<file path="config.mk">
export PLATFORM = sky130hd
export DESIGN_NAME = rgb_to_hsv_fixed_point
export DESIGN_NICKNAME = d
export VERILOG_FILES = /design/src/sv/rgbhsv_pkg.sv /design/src/sv/rgbhsv_div.sv /design/src/sv/rgb_to_hsv_fixed_point.sv
export SDC_FILE = /design/constraint.sdc
export NUM_CORES = 1
export LEC_CHECK = 0
export BUFFER_PORTS_ARGS = -buffer_cell sky130_fd_sc_hd__buf_2
export CORE_ASPECT_RATIO = 0.75
export CORE_MARGIN = 1
export CORE_UTILIZATION = 56
export CTS_CLUSTER_SIZE = 10
export DETAILED_ROUTE_END_ITERATION = 10
export MAX_ROUTING_LAYER = met4
export PLACE_DENSITY = 0.81
export SLEW_MARGIN = 40
export SYNTH_ARGS = -nofsm -noshare
export SYNTH_HDL_FRONTEND = slang
export SYNTH_SLANG_ARGS = --single-unit
</file>
<file path="constraint.sdc">
create_clock -name clk -period 30 [get_ports clk]
set_clock_uncertainty 0.15 [all_clocks]
set_input_delay 3 -clock clk [delete_from_list [all_inputs] [get_ports clk]]
set_output_delay 3 -clock clk [all_outputs]
set_load 0.03 [all_outputs]
</file>
<file path="src/sv/rgbhsv_pkg.sv">
`timescale 1ns / 1ps
// Shared types and constants for the RGB to HSV converter.
// No dependencies; imported by rgbhsv_div, rgb_to_hsv_fixed_point and the bench files.
package rgbhsv_pkg;

  localparam int CH_W   = 10;  // channel and quotient width
  localparam int SEG_W  = 5;
  localparam int FULL_W = 13;

  // Divider split: DIV_STAGES * DIV_STEPS_PER_STAGE quotient bits
  localparam int DIV_STEPS_PER_STAGE = 2;
  localparam int DIV_STAGES          = 5;

  localparam logic [CH_W-1:0] QUO_CAP = 10'd1023;

  // Segment base per dominant channel and sub-branch
  localparam logic [SEG_W-1:0] SEG_RED_HI   = 5'd0;
  localparam logic [SEG_W-1:0] SEG_RED_LO   = 5'd20;
  localparam logic [SEG_W-1:0] SEG_GREEN_HI = 5'd8;
  localparam logic [SEG_W-1:0] SEG_GREEN_LO = 5'd4;
  localparam logic [SEG_W-1:0] SEG_BLUE_HI  = 5'd16;
  localparam logic [SEG_W-1:0] SEG_BLUE_LO  = 5'd12;

  typedef enum logic [1:0] {
    DIV_NORMAL,
    DIV_CAP,
    DIV_ZERO
  } div_mode_t;

  typedef struct packed {
    logic [CH_W-1:0] rem;
    logic [CH_W-1:0] den;
    logic [CH_W-1:0] quo;
    div_mode_t       mode;
  } div_stage_t;

  typedef struct packed {
    logic [CH_W-1:0]  mx;
    logic [CH_W-1:0]  mn;
    logic [SEG_W-1:0] seg_base;
  } side_t;

endpackage

</file>
<file path="src/sv/rgbhsv_div.sv">
`timescale 1ns / 1ps
// Pipelined restoring divider: floor(1024*num/den), capped at 1023, 0 when den is 0.
// Expects num <= den. Depends on rgbhsv_pkg.
module rgbhsv_div
  import rgbhsv_pkg::*;
(
  input  logic            clk,
  input  logic            en,
  input  logic [CH_W-1:0] num,
  input  logic [CH_W-1:0] den,
  output logic [CH_W-1:0] quo
);

  div_stage_t st_r   [DIV_STAGES];
  div_stage_t st_nxt [DIV_STAGES];
  div_stage_t seed;
  div_stage_t last;

  function automatic div_stage_t div_steps(div_stage_t a);
    div_stage_t      o;
    logic [CH_W:0]   dbl;
    o = a;
    for (int k = 0; k < DIV_STEPS_PER_STAGE; k++) begin
      dbl = {o.rem, 1'b0};
      if (dbl >= {1'b0, o.den}) begin
        o.rem = CH_W'(dbl - {1'b0, o.den});
        o.quo = {o.quo[CH_W-2:0], 1'b1};
      end else begin
        o.rem = dbl[CH_W-1:0];
        o.quo = {o.quo[CH_W-2:0], 1'b0};
      end
    end
    return o;
  endfunction

  // num == den would give exactly 1024: flag it as the cap up front
  always_comb begin
    seed.rem = num;
    seed.den = den;
    seed.quo = '0;
    if (den == '0) begin
      seed.mode = DIV_ZERO;
    end else if (num >= den) begin
      seed.mode = DIV_CAP;
    end else begin
      seed.mode = DIV_NORMAL;
    end
  end

  for (genvar s = 0; s < DIV_STAGES; s++) begin : g_stage
    if (s == 0) begin : g_first
      assign st_nxt[s] = div_steps(seed);
    end else begin : g_next
      assign st_nxt[s] = div_steps(st_r[s-1]);
    end

    always_ff @(posedge clk) begin
      if (en) begin
        st_r[s] <= st_nxt[s];
      end
    end
  end

  assign last = st_r[DIV_STAGES-1];

  always_comb begin
    unique case (last.mode)
      DIV_CAP:  quo = QUO_CAP;
      DIV_ZERO: quo = '0;
      default:  quo = last.quo;
    endcase
  end

endmodule

</file>
<file path="src/sv/rgb_to_hsv_fixed_point.sv">
`timescale 1ns / 1ps
// RGB to display-style HSV converter, 10-bit channels, fully pipelined.
// Depends on rgbhsv_pkg and rgbhsv_div.
//
// Input channel: in_valid / in_stall with in_red, in_green, in_blue. A pixel is
// taken on a rising edge where in_valid is high and in_stall is low.
// Result channel: out_valid / out_stall with the HSV fields; a beat completes
// when out_valid is high and out_stall is low.
// Pipeline registers: input register, max/min and dividend stage, five
// divider stages of two quotient bits each, output register. Both quotients
// (saturation and hue fraction) run in parallel, in two such dividers.
// Throughput is one pixel per cycle while the receiver does not stall.
// The whole pipeline advances as one: when a result waits in the output
// register and out_stall is high, every stage holds and in_stall goes high in
// the same cycle, so nothing is dropped or repeated. Bubbles travel with the
// data and are overwritten as soon as the pipeline advances.
// Synchronous reset clears every valid bit; the block accepts a pixel in the
// first cycle after reset is released.
module rgb_to_hsv_fixed_point
  import rgbhsv_pkg::*;
(
  input  logic                clk,
  input  logic                rst_n,

  input  logic                in_valid,
  output logic                in_stall,
  input  logic [CH_W-1:0]     in_red,
  input  logic [CH_W-1:0]     in_green,
  input  logic [CH_W-1:0]     in_blue,

  output logic                out_valid,
  input  logic                out_stall,
  output logic [7:0]          out_hue_index,
  output logic [CH_W-1:0]     out_saturation,
  output logic [CH_W-1:0]     out_value_max,
  output logic [2:0]          out_zone,
  output logic [CH_W-1:0]     out_channel_min,
  output logic [CH_W-1:0]     out_hue_fraction,
  output logic [SEG_W-1:0]    out_hue_segment,
  output logic [FULL_W-1:0]   out_hue_full
);

  localparam int VLD_N = DIV_STAGES + 2;

  logic                advance;
  logic [VLD_N-1:0]    vld_r;
  logic                out_valid_r;

  // input register
  logic [CH_W-1:0]     red_r, green_r, blue_r;

  // prep stage
  logic [CH_W-1:0]     mx_nxt, mn_nxt, span_nxt, hdiv_nxt;
  logic [SEG_W-1:0]    base_nxt;
  logic [CH_W-1:0]     mx_r, mn_r, span_r, hdiv_r;
  logic [SEG_W-1:0]    base_r;

  // side data alongside the dividers
  side_t               side_r [DIV_STAGES];
  side_t               side_out;

  logic [CH_W-1:0]     sat_quo, hue_quo;

  logic [SEG_W-1:0]    seg_nxt;
  logic [FULL_W-1:0]   full_nxt;

  logic [7:0]          hue_index_r;
  logic [CH_W-1:0]     saturation_r, value_max_r, channel_min_r, hue_fraction_r;
  logic [2:0]          zone_r;
  logic [SEG_W-1:0]    hue_segment_r;
  logic [FULL_W-1:0]   hue_full_r;

  // advance the whole pipeline unless a result is held by the receiver
  assign advance  = !out_valid_r || !out_stall;
  assign in_stall = !advance;

  always_ff @(posedge clk) begin
    if (!rst_n) begin
      vld_r       <= '0;
      out_valid_r <= 1'b0;
    end else if (advance) begin
      vld_r       <= {vld_r[VLD_N-2:0], in_valid};
      out_valid_r <= vld_r[VLD_N-1];
    end
  end

  always_ff @(posedge clk) begin
    if (advance) begin
      red_r   <= in_red;
      green_r <= in_green;
      blue_r  <= in_blue;
    end
  end

  always_comb begin
    logic red_dom, green_dom;
    red_dom   = (red_r >= green_r) && (red_r >= blue_r);
    green_dom = !red_dom && (green_r >= blue_r);

    mx_nxt = red_r;
    if (green_r > mx_nxt) mx_nxt = green_r;
    if (blue_r > mx_nxt)  mx_nxt = blue_r;
    mn_nxt = red_r;
    if (green_r < mn_nxt) mn_nxt = green_r;
    if (blue_r < mn_nxt)  mn_nxt = blue_r;
    span_nxt = mx_nxt - mn_nxt;

    if (red_dom) begin
      if (green_r >= blue_r) begin
        hdiv_nxt = green_r - blue_r;
        base_nxt = SEG_RED_HI;
      end else begin
        hdiv_nxt = red_r - blue_r;
        base_nxt = SEG_RED_LO;
      end
    end else if (green_dom) begin
      if (blue_r >= red_r) begin
        hdiv_nxt = blue_r - red_r;
        base_nxt = SEG_GREEN_HI;
      end else begin
        hdiv_nxt = green_r - red_r;
        base_nxt = SEG_GREEN_LO;
      end
    end else begin
      if (red_r >= green_r) begin
        hdiv_nxt = red_r - green_r;
        base_nxt = SEG_BLUE_HI;
      end else begin
        hdiv_nxt = blue_r - green_r;
        base_nxt = SEG_BLUE_LO;
      end
    end
  end

  always_ff @(posedge clk) begin
    if (advance) begin
      mx_r   <= mx_nxt;
      mn_r   <= mn_nxt;
      span_r <= span_nxt;
      hdiv_r <= hdiv_nxt;
      base_r <= base_nxt;
    end
  end

  rgbhsv_div u_sat_div (
    .clk (clk),
    .en  (advance),
    .num (span_r),
    .den (mx_r),
    .quo (sat_quo)
  );

  rgbhsv_div u_hue_div (
    .clk (clk),
    .en  (advance),
    .num (hdiv_r),
    .den (span_r),
    .quo (hue_quo)
  );

  always_ff @(posedge clk) begin
    if (advance) begin
      side_r[0] <= '{mx: mx_r, mn: mn_r, seg_base: base_r};
      for (int s = 1; s < DIV_STAGES; s++) begin
        side_r[s] <= side_r[s-1];
      end
    end
  end

  assign side_out = side_r[DIV_STAGES-1];

  // segment adds zone>>1, i.e. the top two fraction bits; x*255 = x*256 - x
  assign seg_nxt  = side_out.seg_base + {{(SEG_W-2){1'b0}}, hue_quo[CH_W-1:CH_W-2]};
  assign full_nxt = {seg_nxt, 8'd0} - {{(FULL_W-SEG_W){1'b0}}, seg_nxt}
                    + {{(FULL_W-8){1'b0}}, hue_quo[7:0]};

  always_ff @(posedge clk) begin
    if (advance) begin
      hue_index_r    <= hue_quo[7:0];
      saturation_r   <= sat_quo;
      value_max_r    <= side_out.mx;
      zone_r         <= hue_quo[CH_W-1:CH_W-3];
      channel_min_r  <= side_out.mn;
      hue_fraction_r <= hue_quo;
      hue_segment_r  <= seg_nxt;
      hue_full_r     <= full_nxt;
    end
  end

  assign out_valid        = out_valid_r;
  assign out_hue_index    = hue_index_r;
  assign out_saturation   = saturation_r;
  assign out_value_max    = value_max_r;
  assign out_zone         = zone_r;
  assign out_channel_min  = channel_min_r;
  assign out_hue_fraction = hue_fraction_r;
  assign out_hue_segment  = hue_segment_r;
  assign out_hue_full     = hue_full_r;

  a_min_le_max: assert property (@(posedge clk) disable iff (!rst_n)
    out_valid_r |-> (channel_min_r <= value_max_r))
    else $error("channel minimum above maximum");

  a_black_sat: assert property (@(posedge clk) disable iff (!rst_n)
    (out_valid_r && value_max_r == '0) |-> (saturation_r == '0))
    else $error("black pixel with nonzero saturation");

  a_grey_hue: assert property (@(posedge clk) disable iff (!rst_n)
    (out_valid_r && value_max_r == channel_min_r) |-> (hue_fraction_r == '0))
    else $error("grey pixel with nonzero hue fraction");

  a_seg_range: assert property (@(posedge clk) disable iff (!rst_n)
    out_valid_r |-> (hue_segment_r <= 5'd23))
    else $error("hue segment out of range");

  a_hold_on_stall: assert property (@(posedge clk) disable iff (!rst_n)
    (out_valid_r && out_stall) |=> (out_valid_r && $stable(vld_r)))
    else $error("pipeline moved while output stalled");

endmodule

</file>
==> results.yml, run 1 <==
run_status:
  status: "finished clean"
worst_hold_path:
  holdPathStages: 0
  min-delay-start: "u_hue_div.st_r[0][98]"
  whs_endpoint: "u_hue_div.st_r[0][132]"
  min_path_type: "flop to flop"
floorplan:
  die_h_microns: 198
  core_sq_um: 50400
  die_x_microns: 263
  io_pins: 105
  start_util_pct: 57.0
  rows: 71
  dieArea_sq_um: 52200
yosys:
  ys_seq_area_share_pct: 47.0
  synth_area_sq_um: 28700
  ys.warnings.count: 0
  synth_edf_count: 444
  syn_area_per_cell_sq_um: 10.9
  yosysTopAreaCellShare_pct: 46.5
  ys_types: 76
  synth_area_leaders: "edfxtp_1 (46%), ha_1 (13%), mux2_2 (5.3%)"
  yosysMostFrequentCell: "edfxtp_1"
  synth_ff_type: "edfxtp_1"
  synth_largest_area_cell: "edfxtp_1"
  synthTopCellsByCount: "edfxtp_1 (444), inv_1 (317), ha_1 (301), nor2_1 (217), nand2_1 (170)"
  syn-instance-count: 2636
  synth_seq_cells: 452
  synth-async-reset-ratio_pct: 0
  synth_fp_nets: 2989
worst_setup_path:
  timing.rr.start: "green_r[1]"
  startpoint_type: "primary input"
  slowest_stage: "nand2_4"
  cpPeakStageDelay_ps: 570
  reg2reg_depth: 22
  path_class: "primary input to output pin"
  crit_path_start: "out_stall"
  worstPathRequired_ps: 26850
  path_cells: "buf_2 -> nand2_4 -> clkinv_1 -> buf_2"
  arrival_ps: 4430
  cp_top_family: "buffers and inverters"
  reg2reg_slack_ps: 23000
  crit_fanout: 63
  cp-end-kind: "output pin"
  reg2reg_to: "span_r[8]"
  crit_top_cell: "buf_2"
  critPathBufInv: 3
clock_network:
  postCtsHoldBufs: 0
  clk_latency_ps: 620
  cts_buffer_depth: 3
  cts_sinks: 452
  cts_resized: 0
  cts_tree: "done"
  cts_setup_buffers: 0
  cts_buffers: 53
  path_clk_slew_ps: 50
  cts_max_level: 2
  cts_root_buf: "clkbuf_16"
placement:
  dp_hpwl_mm: 50.9
  place.gp.congestion: 0.941
  io_buffers: 104
sta:
  tns_ps: 0
  max_freq_mhz: 132
  slew_headroom_pct: 42.3
  slew_violations: 0
  post-route-period-util_pct: 25.3
  setup_viol: 0
  grt_setup_unrepaired: "no"
  min_period_ps: 7580
  worst_pin_slew_ps: 864
  finalHoldViolCount: 0
layout:
  drive_above_1_share_pct: 12.4
  regArea_sq_um: 13500
  area_growth_pct: 9.65
  nets: 3108
  antenna_cells: 0
  nFillCells: 3823
  multi_input_area_sq_um: 13700
global_routing:
  gr-total-overflow: 0
  track_usage_pct: 26.4
  antenna_found_initial: 2
  grt_max_degree: 85
  grt_pass1_wl_mm: 104
  first_global_vias: 19400
detailed_routing:
  ant_nets: 0
  vias: 20000
  drc: 0
  routed_via_density: 5.84
  routed_wl_mm: 66.5
  drt_iter0_markers: 1744
  first_pass_iters: 6
  wl_per_cell_microns: 19.4
run:
  cap_viol_max_count: 0
## worst max path at each step
stage                     endpoint  slack (ps)  cells past startpoint
after CTS                 in_stall       22410                      4
final                     in_stall       22420                      4
after global placement    in_stall       22480                      4
after detailed placement  in_stall       22400                      4
after floorplan           in_stall       10190                      2
after global routing      in_stall       22270                      4
## cell families after synthesis
| family | after synthesis | synth area share (%) |
|---|---|---|
| xor+xnor | 127 | 3.88 |
| mux | 182 | 6.94 |
| simple gates | 640 | 10.5 |
| fa+ha+maj | 322 | 14.5 |
| compound gates | 539 | 12.0 |
| buf+inv | 374 | 5.13 |
| flops | 452 | 47.0 |
## routing by layer
metal | global-route usage (%) | vias to the layer above | wire (microns)
met1 | 37.5 | 9607 | 31400
li1 | - | 9671 | -
met3 | 6.02 | 98 | 5840
met5 | - | - | 0
met2 | 38.1 | 671 | 28000
met4 | 6.24 | 0 | 1260
## through the flow
stage / setup WS [ps] / std cells / util, % / hold WS (ps) / cell area [sq um]
finish: 22420 / 3434 / 62.5 / 256 / 31500
global route: 22270 / 3434 / 62.5 / 268 / 31500
CTS: 22410 / 3434 / 62.5 / 254 / 31500
detailed placement: 22400 / 3357 / 59.4 / 255 / 29900
global placement: 22480 / 3355 / 59.3 / 250 / 29900
floorplan: 10190 / 2636 / - / 250 / 28700
## placed cells by master (no fill, tap or decap), drive strengths merged, types with 14 or more instances in the layout
| master | count |
|---|---|
| nor2 | 224 |
| nand2b | 43 |
| o21a | 39 |
| xnor2 | 95 |
| o21ai | 158 |
| nor3 | 23 |
| fa | 18 |
| xor2 | 32 |
| inv | 320 |
| a21o | 37 |
| a21boi | 57 |
| mux2 | 136 |
| ha | 301 |
| clkbuf | 68 |
| nor2b | 53 |
| nand3 | 32 |
| and3 | 27 |
| a221oi | 14 |
| nand4 | 33 |
| a21oi | 140 |
| mux2i | 46 |
| edfxtp | 444 |
| buf | 118 |
| nand2 | 170 |
## layout make-up
cell class	count	area share, %
Sequential cell	452	42.9
Clock inverter	9	0.497
Timing Repair Buffer	118	2.03
Clock buffer	68	4.49
Inverter	320	3.82
Multi-Input combinational cell	1810	43.7
Tap cell	657	2.61
## flip-flops by register name, indices dropped and copies added, names as in the netlist
signal and cells:
out_saturation 10, red_r 10, u_hue_div.st_r 120, out_valid 1, green_r 10, out_hue_full 13
u_sat_div.st_r 130, out_hue_segment 4, mn_r 10, side_r 65, base_r 3, mx_r 10
out_channel_min 10, out_value_max 10, out_hue_fraction 2, vld_r 7, hdiv_r 10, blue_r 10
span_r 10, out_hue_index 7
Power of run 1 is left out: the tool's default activity adds up to more than one toggle a clock period on the data nets, which glitch-free logic cannot reach.
==> run 2, diff against run 1 <==
Settings changed: PLACE_DENSITY 0.81 to 0.84.
Clock period 30 ns to 6.2 ns, I/O delays scaled along.
==> results.yml, run 2 (synthesis results as in run 1) <==
run_status:
  status: "finished clean"
worst_setup_path:
  worstPathRequired_ps: 6370
  reg2reg_slack_ps: 320
  cpPeakStageDelay_ps: 490
  path_cells: "inv_1 -> ha_1 -> fa_1 -> nor3_4 -> a2111oi_4 -> nor2_4 -> a21oi_1 -> ha_1 -> and4_1 -> and2_1 -> nand2_1 -> nor3_2 -> nor2_1 -> or3_4 -> nand2_1 -> mux2_2 -> inv_1 -> ha_1 -> inv_1 -> fa_1 -> maj3_1 -> a21oi_2 -> o211ai_1"
  path_class: "flop to flop"
  arrival_ps: 6050
  startpoint_type: "flop"
  cp-end-kind: "flop"
  slowest_stage: "fa_1"
  crit_fanout: 10
layout:
  nFillCells: 3805
  final_common_cell: "edfxtp_1"
  finalInstanceArea_sq_um: 32000
  regArea_sq_um: 13500
  regMostFlops: "u_sat_div.st_r"
  final-instance-count-excl-fill: 3496
  nets: 3171
  largestRegisters: "u_sat_div.st_r (130), u_hue_div.st_r (120), side_r (65)"
  drive_above_1_share_pct: 14.8
  area_growth_pct: 11.5
  largest_register_ffs: 130
  most-common-layout-cells: "edfxtp_1 (444), inv_1 (315), ha_1 (301)"
  multi_input_area_sq_um: 13900
detailed_routing:
  vias: 20500
  dr_wl_met3_mm: 6.18
  dr.max_layer_used: "met4"
  drt_iter0_markers: 1986
  routed_via_density: 5.88
  drc: 0
  first_pass_iters: 9
  met2_length_mm: 29.3
  wl_per_cell_microns: 19.9
  wl_met1_mm: 33.0
  ant_nets: 0
  routed_wl_mm: 69.6
sta:
  post-route-period-util_pct: 94.9
  min_period_ps: 5880
  slew_violations: 0
  hold_ws_ps: 37.7
  max_freq_mhz: 170
  worst_pin_slew_ps: 841
  slew_headroom_pct: 44.0
  setup_viol: 0
  setup_ws_ps: 315
  finalHoldViolCount: 0
floorplan:
  rows: 71
  die_h_microns: 198
  core_sq_um: 50400
  io_pins: 105
  die_x_microns: 263
  start_util_pct: 57.0
  dieArea_sq_um: 52200
placement:
  dp_hpwl_mm: 52.8
  place.gp.congestion: 0.992
  placed_area_sq_um: 30300
  io_buffers: 104
  place_inst: 3406
  dp_slack_ps: 0.141
global_routing:
  grt_max_degree: 157
  gr-total-overflow: 0
  antenna_found_initial: 1
  first_global_vias: 19600
  track_usage_pct: 27.3
  grt_pass1_wl_mm: 108
clock_network:
  cts_sinks: 452
  clk_latency_ps: 620
  cts_tree: "done"
  postCtsHoldBufs: 0
  cts_root_buf: "clkbuf_16"
  path_clk_slew_ps: 60
  cts_buffer_depth: 3
  cts_max_level: 2
  cts_buffers: 52
run:
  cap_viol_max_count: 0
worst_hold_path:
  min_path_type: "primary input to flop"
-- run 2: cell types whose count changed in the layout (fill, tap and decap cells not counted), moves of 4 or more --
cell	change
a21boi_0	-7
a21boi_1	+6
buf_4	+64
buf_6	-4
nor2_2	-5
nor2_4	+5
o21ai_0	-25
o21ai_1	+23
-- run 2: routing by layer --
layer | global-route usage [%] | vias up
li1 | - | 9790
met1 | 39.3 | 9847
met2 | 39.3 | 812
met3 | 6.04 | 96
met4 | 6.11 | 0
met5 | - | -
-- run 2: worst max-delay path: cells and delay by family, from the launching register on --
kind,cells,cell delay (ps)
buffers and inverters,3,230
muxes,1,360
DFF,1,430
AOI/OAI and AO/OA,4,610
adders and majority gates,6,1990
and+or+nand+nor,9,1830
-- run 2: layout make-up --
cell class | instances | share of cell area (%)
Clock buffer | 66 | 4.23
Tap cell | 657 | 2.57
Inverter | 320 | 3.75
Antenna cell | 1 | 0.00782
Sequential cell | 452 | 42.2
Timing Repair Buffer | 182 | 3.66
Multi-Input combinational cell | 1810 | 43.3
Clock inverter | 8 | 0.317
-- run 2: path summary, 6_finish.rpt --
check                        start               endpoint  depth (start not counted)
min reg2reg  u_hue_div.st_r[0][65]  u_hue_div.st_r[0][97]                          0
max reg2reg             green_r[0]              span_r[6]                         23
min                     in_blue[7]              blue_r[7]                          1
max                     green_r[0]              span_r[6]                         23
-- run 2: what timing repair did --
item                       CTS  global route
gates cloned                 0             1
setup endpoints to repair    1            92
buffers inserted             0            13
resized for setup            1            58
pin swaps                    0             4
-- run 2: stage by stage --
step / TNS, ps / utilization, %
finish: 0 / 63.5
global route: -56.0 / 63.5
CTS: 0 / 63.0
detailed placement: 0 / 60.2
global placement: -276 / 60.1
floorplan: 0 / -
Power of run 2 is left out for the same reason.
==> run 3, diff against run 2 <==
Settings changed: PLACE_DENSITY 0.84 to 0.76.
==> results.yml, run 3 (synthesis results as in run 1) <==
worst_setup_path:
  worstPathRequired_ps: 6360
  arrival_ps: 6220
  startpoint_type: "flop"
  crit_fanout: 9
  cp-end-kind: "flop"
  slowest_stage: "a2111oi_4"
  path_class: "flop to flop"
  cpPeakStageDelay_ps: 460
global_routing:
  first_global_vias: 19800
  grt_pass1_wl_mm: 109
  gr-total-overflow: 0
  antenna_found_initial: 3
  grt_max_degree: 133
  track_usage_pct: 27.5
sta:
  max_freq_mhz: 165
  slew_violations: 0
  post-route-period-util_pct: 97.7
  finalHoldViolCount: 0
  tns_ps: 0
  worst_pin_slew_ps: 825
  slew_headroom_pct: 44.4
  min_period_ps: 6060
  setup_viol: 0
floorplan:
  start_util_pct: 57.0
  core_sq_um: 50400
  io_pins: 105
  dieArea_sq_um: 52200
  rows: 71
  die_h_microns: 198
  die_x_microns: 263
clock_network:
  cts_sinks: 452
  clk_latency_ps: 610
  postCtsHoldBufs: 0
  cts_max_level: 2
  path_clk_slew_ps: 70
  cts_buffers: 52
  cts_tree: "done"
  cts_buffer_depth: 3
  cts_root_buf: "clkbuf_16"
layout:
  largestRegisters: "u_sat_div.st_r (130), u_hue_div.st_r (120), side_r (65)"
  regMostFlops: "u_sat_div.st_r"
  drive_above_1_share_pct: 15.3
  nets: 3170
  final_common_cell: "edfxtp_1"
  nFillCells: 3859
  most-common-layout-cells: "edfxtp_1 (444), inv_1 (315), ha_1 (298)"
  regArea_sq_um: 13500
  largest_register_ffs: 130
  multi_input_area_sq_um: 13900
  final_core_util_pct: 63.6
  final-instance-count-excl-fill: 3489
  area_growth_pct: 11.6
placement:
  place_inst: 3402
  place.gp.congestion: 1.02
  io_buffers: 104
  dp_hpwl_mm: 53.2
worst_hold_path:
  min_path_type: "primary input to flop"
detailed_routing:
  wl_per_cell_microns: 20.2
  first_pass_iters: 5
  ant_nets: 0
  routed_via_density: 5.89
  drc: 0
  routed_wl_mm: 70.3
  drt_iter0_markers: 1933
  vias: 20500
run_status:
  status: "finished clean"
run:
  cap_viol_max_count: 0
run 3: per-layer routing:
metal / GRT usage, % / wire, microns / vias up
li1: - / - / 9790
met1: 39.6 / 33900 / 9902
met2: 39.5 / 29400 / 741
met3: 6.03 / 5580 / 103
met4: 6.24 / 1390 / 0
met5: - / 0 / -
run 3: path summary, 6_finish.rpt:
kind	startpoint	endpoint	slack (ps)	cells after the start
worst min register to register	u_hue_div.st_r[0][105]	u_hue_div.st_r[0][139]	260	0
worst min-delay path	in_red[7]	red_r[7]	40	1
worst max-delay path	red_r[8]	span_r[6]	140	26
worst max register to register	red_r[8]	span_r[6]	140	26
run 3: critical path: cells and delay by family (launching register included):
kind	cells	cell delay, ps
AO/OA/AOI/OAI	5	1150
adder cells (fa/ha/maj)	5	1490
buffers and inverters	6	790
flip-flops	1	410
multiplexers	1	350
AND/OR/NAND/NOR	9	1440
run 3: per-stage QoR:
| step | worst slack (ps) | hold slack (ps) | area [sq um] |
|---|---|---|---|
| 4_1_cts | 27.5 | 0.946 | 31700 |
| 2_1_floorplan | 250 | 250 | 28700 |
| 5_1_grt | -107 | 12.6 | 32000 |
| 3_5_place_dp | -27.0 | 255 | 30300 |
| 3_3_place_gp | -169 | 251 | 30200 |
| 6_report | 143 | 40.7 | 32000 |
run 3: layout make-up:
type / count / share of cell area (%)
clock inverter: 7 / 0.383
clock buffer: 59 / 4.14
inverter: 320 / 3.75
sequential: 452 / 42.1
timing repair buffer: 179 / 3.52
antenna: 3 / 0.0234
tap: 657 / 2.57
multi-input combinational: 1812 / 43.5
run 3: what timing repair did:
action,in CTS,in global routing
setup endpoints to repair,25,89
cloned,0,3
gates resized for setup,5,68
pin swaps,0,11
setup buffers,0,15
Power of run 3 is left out for the same reason.
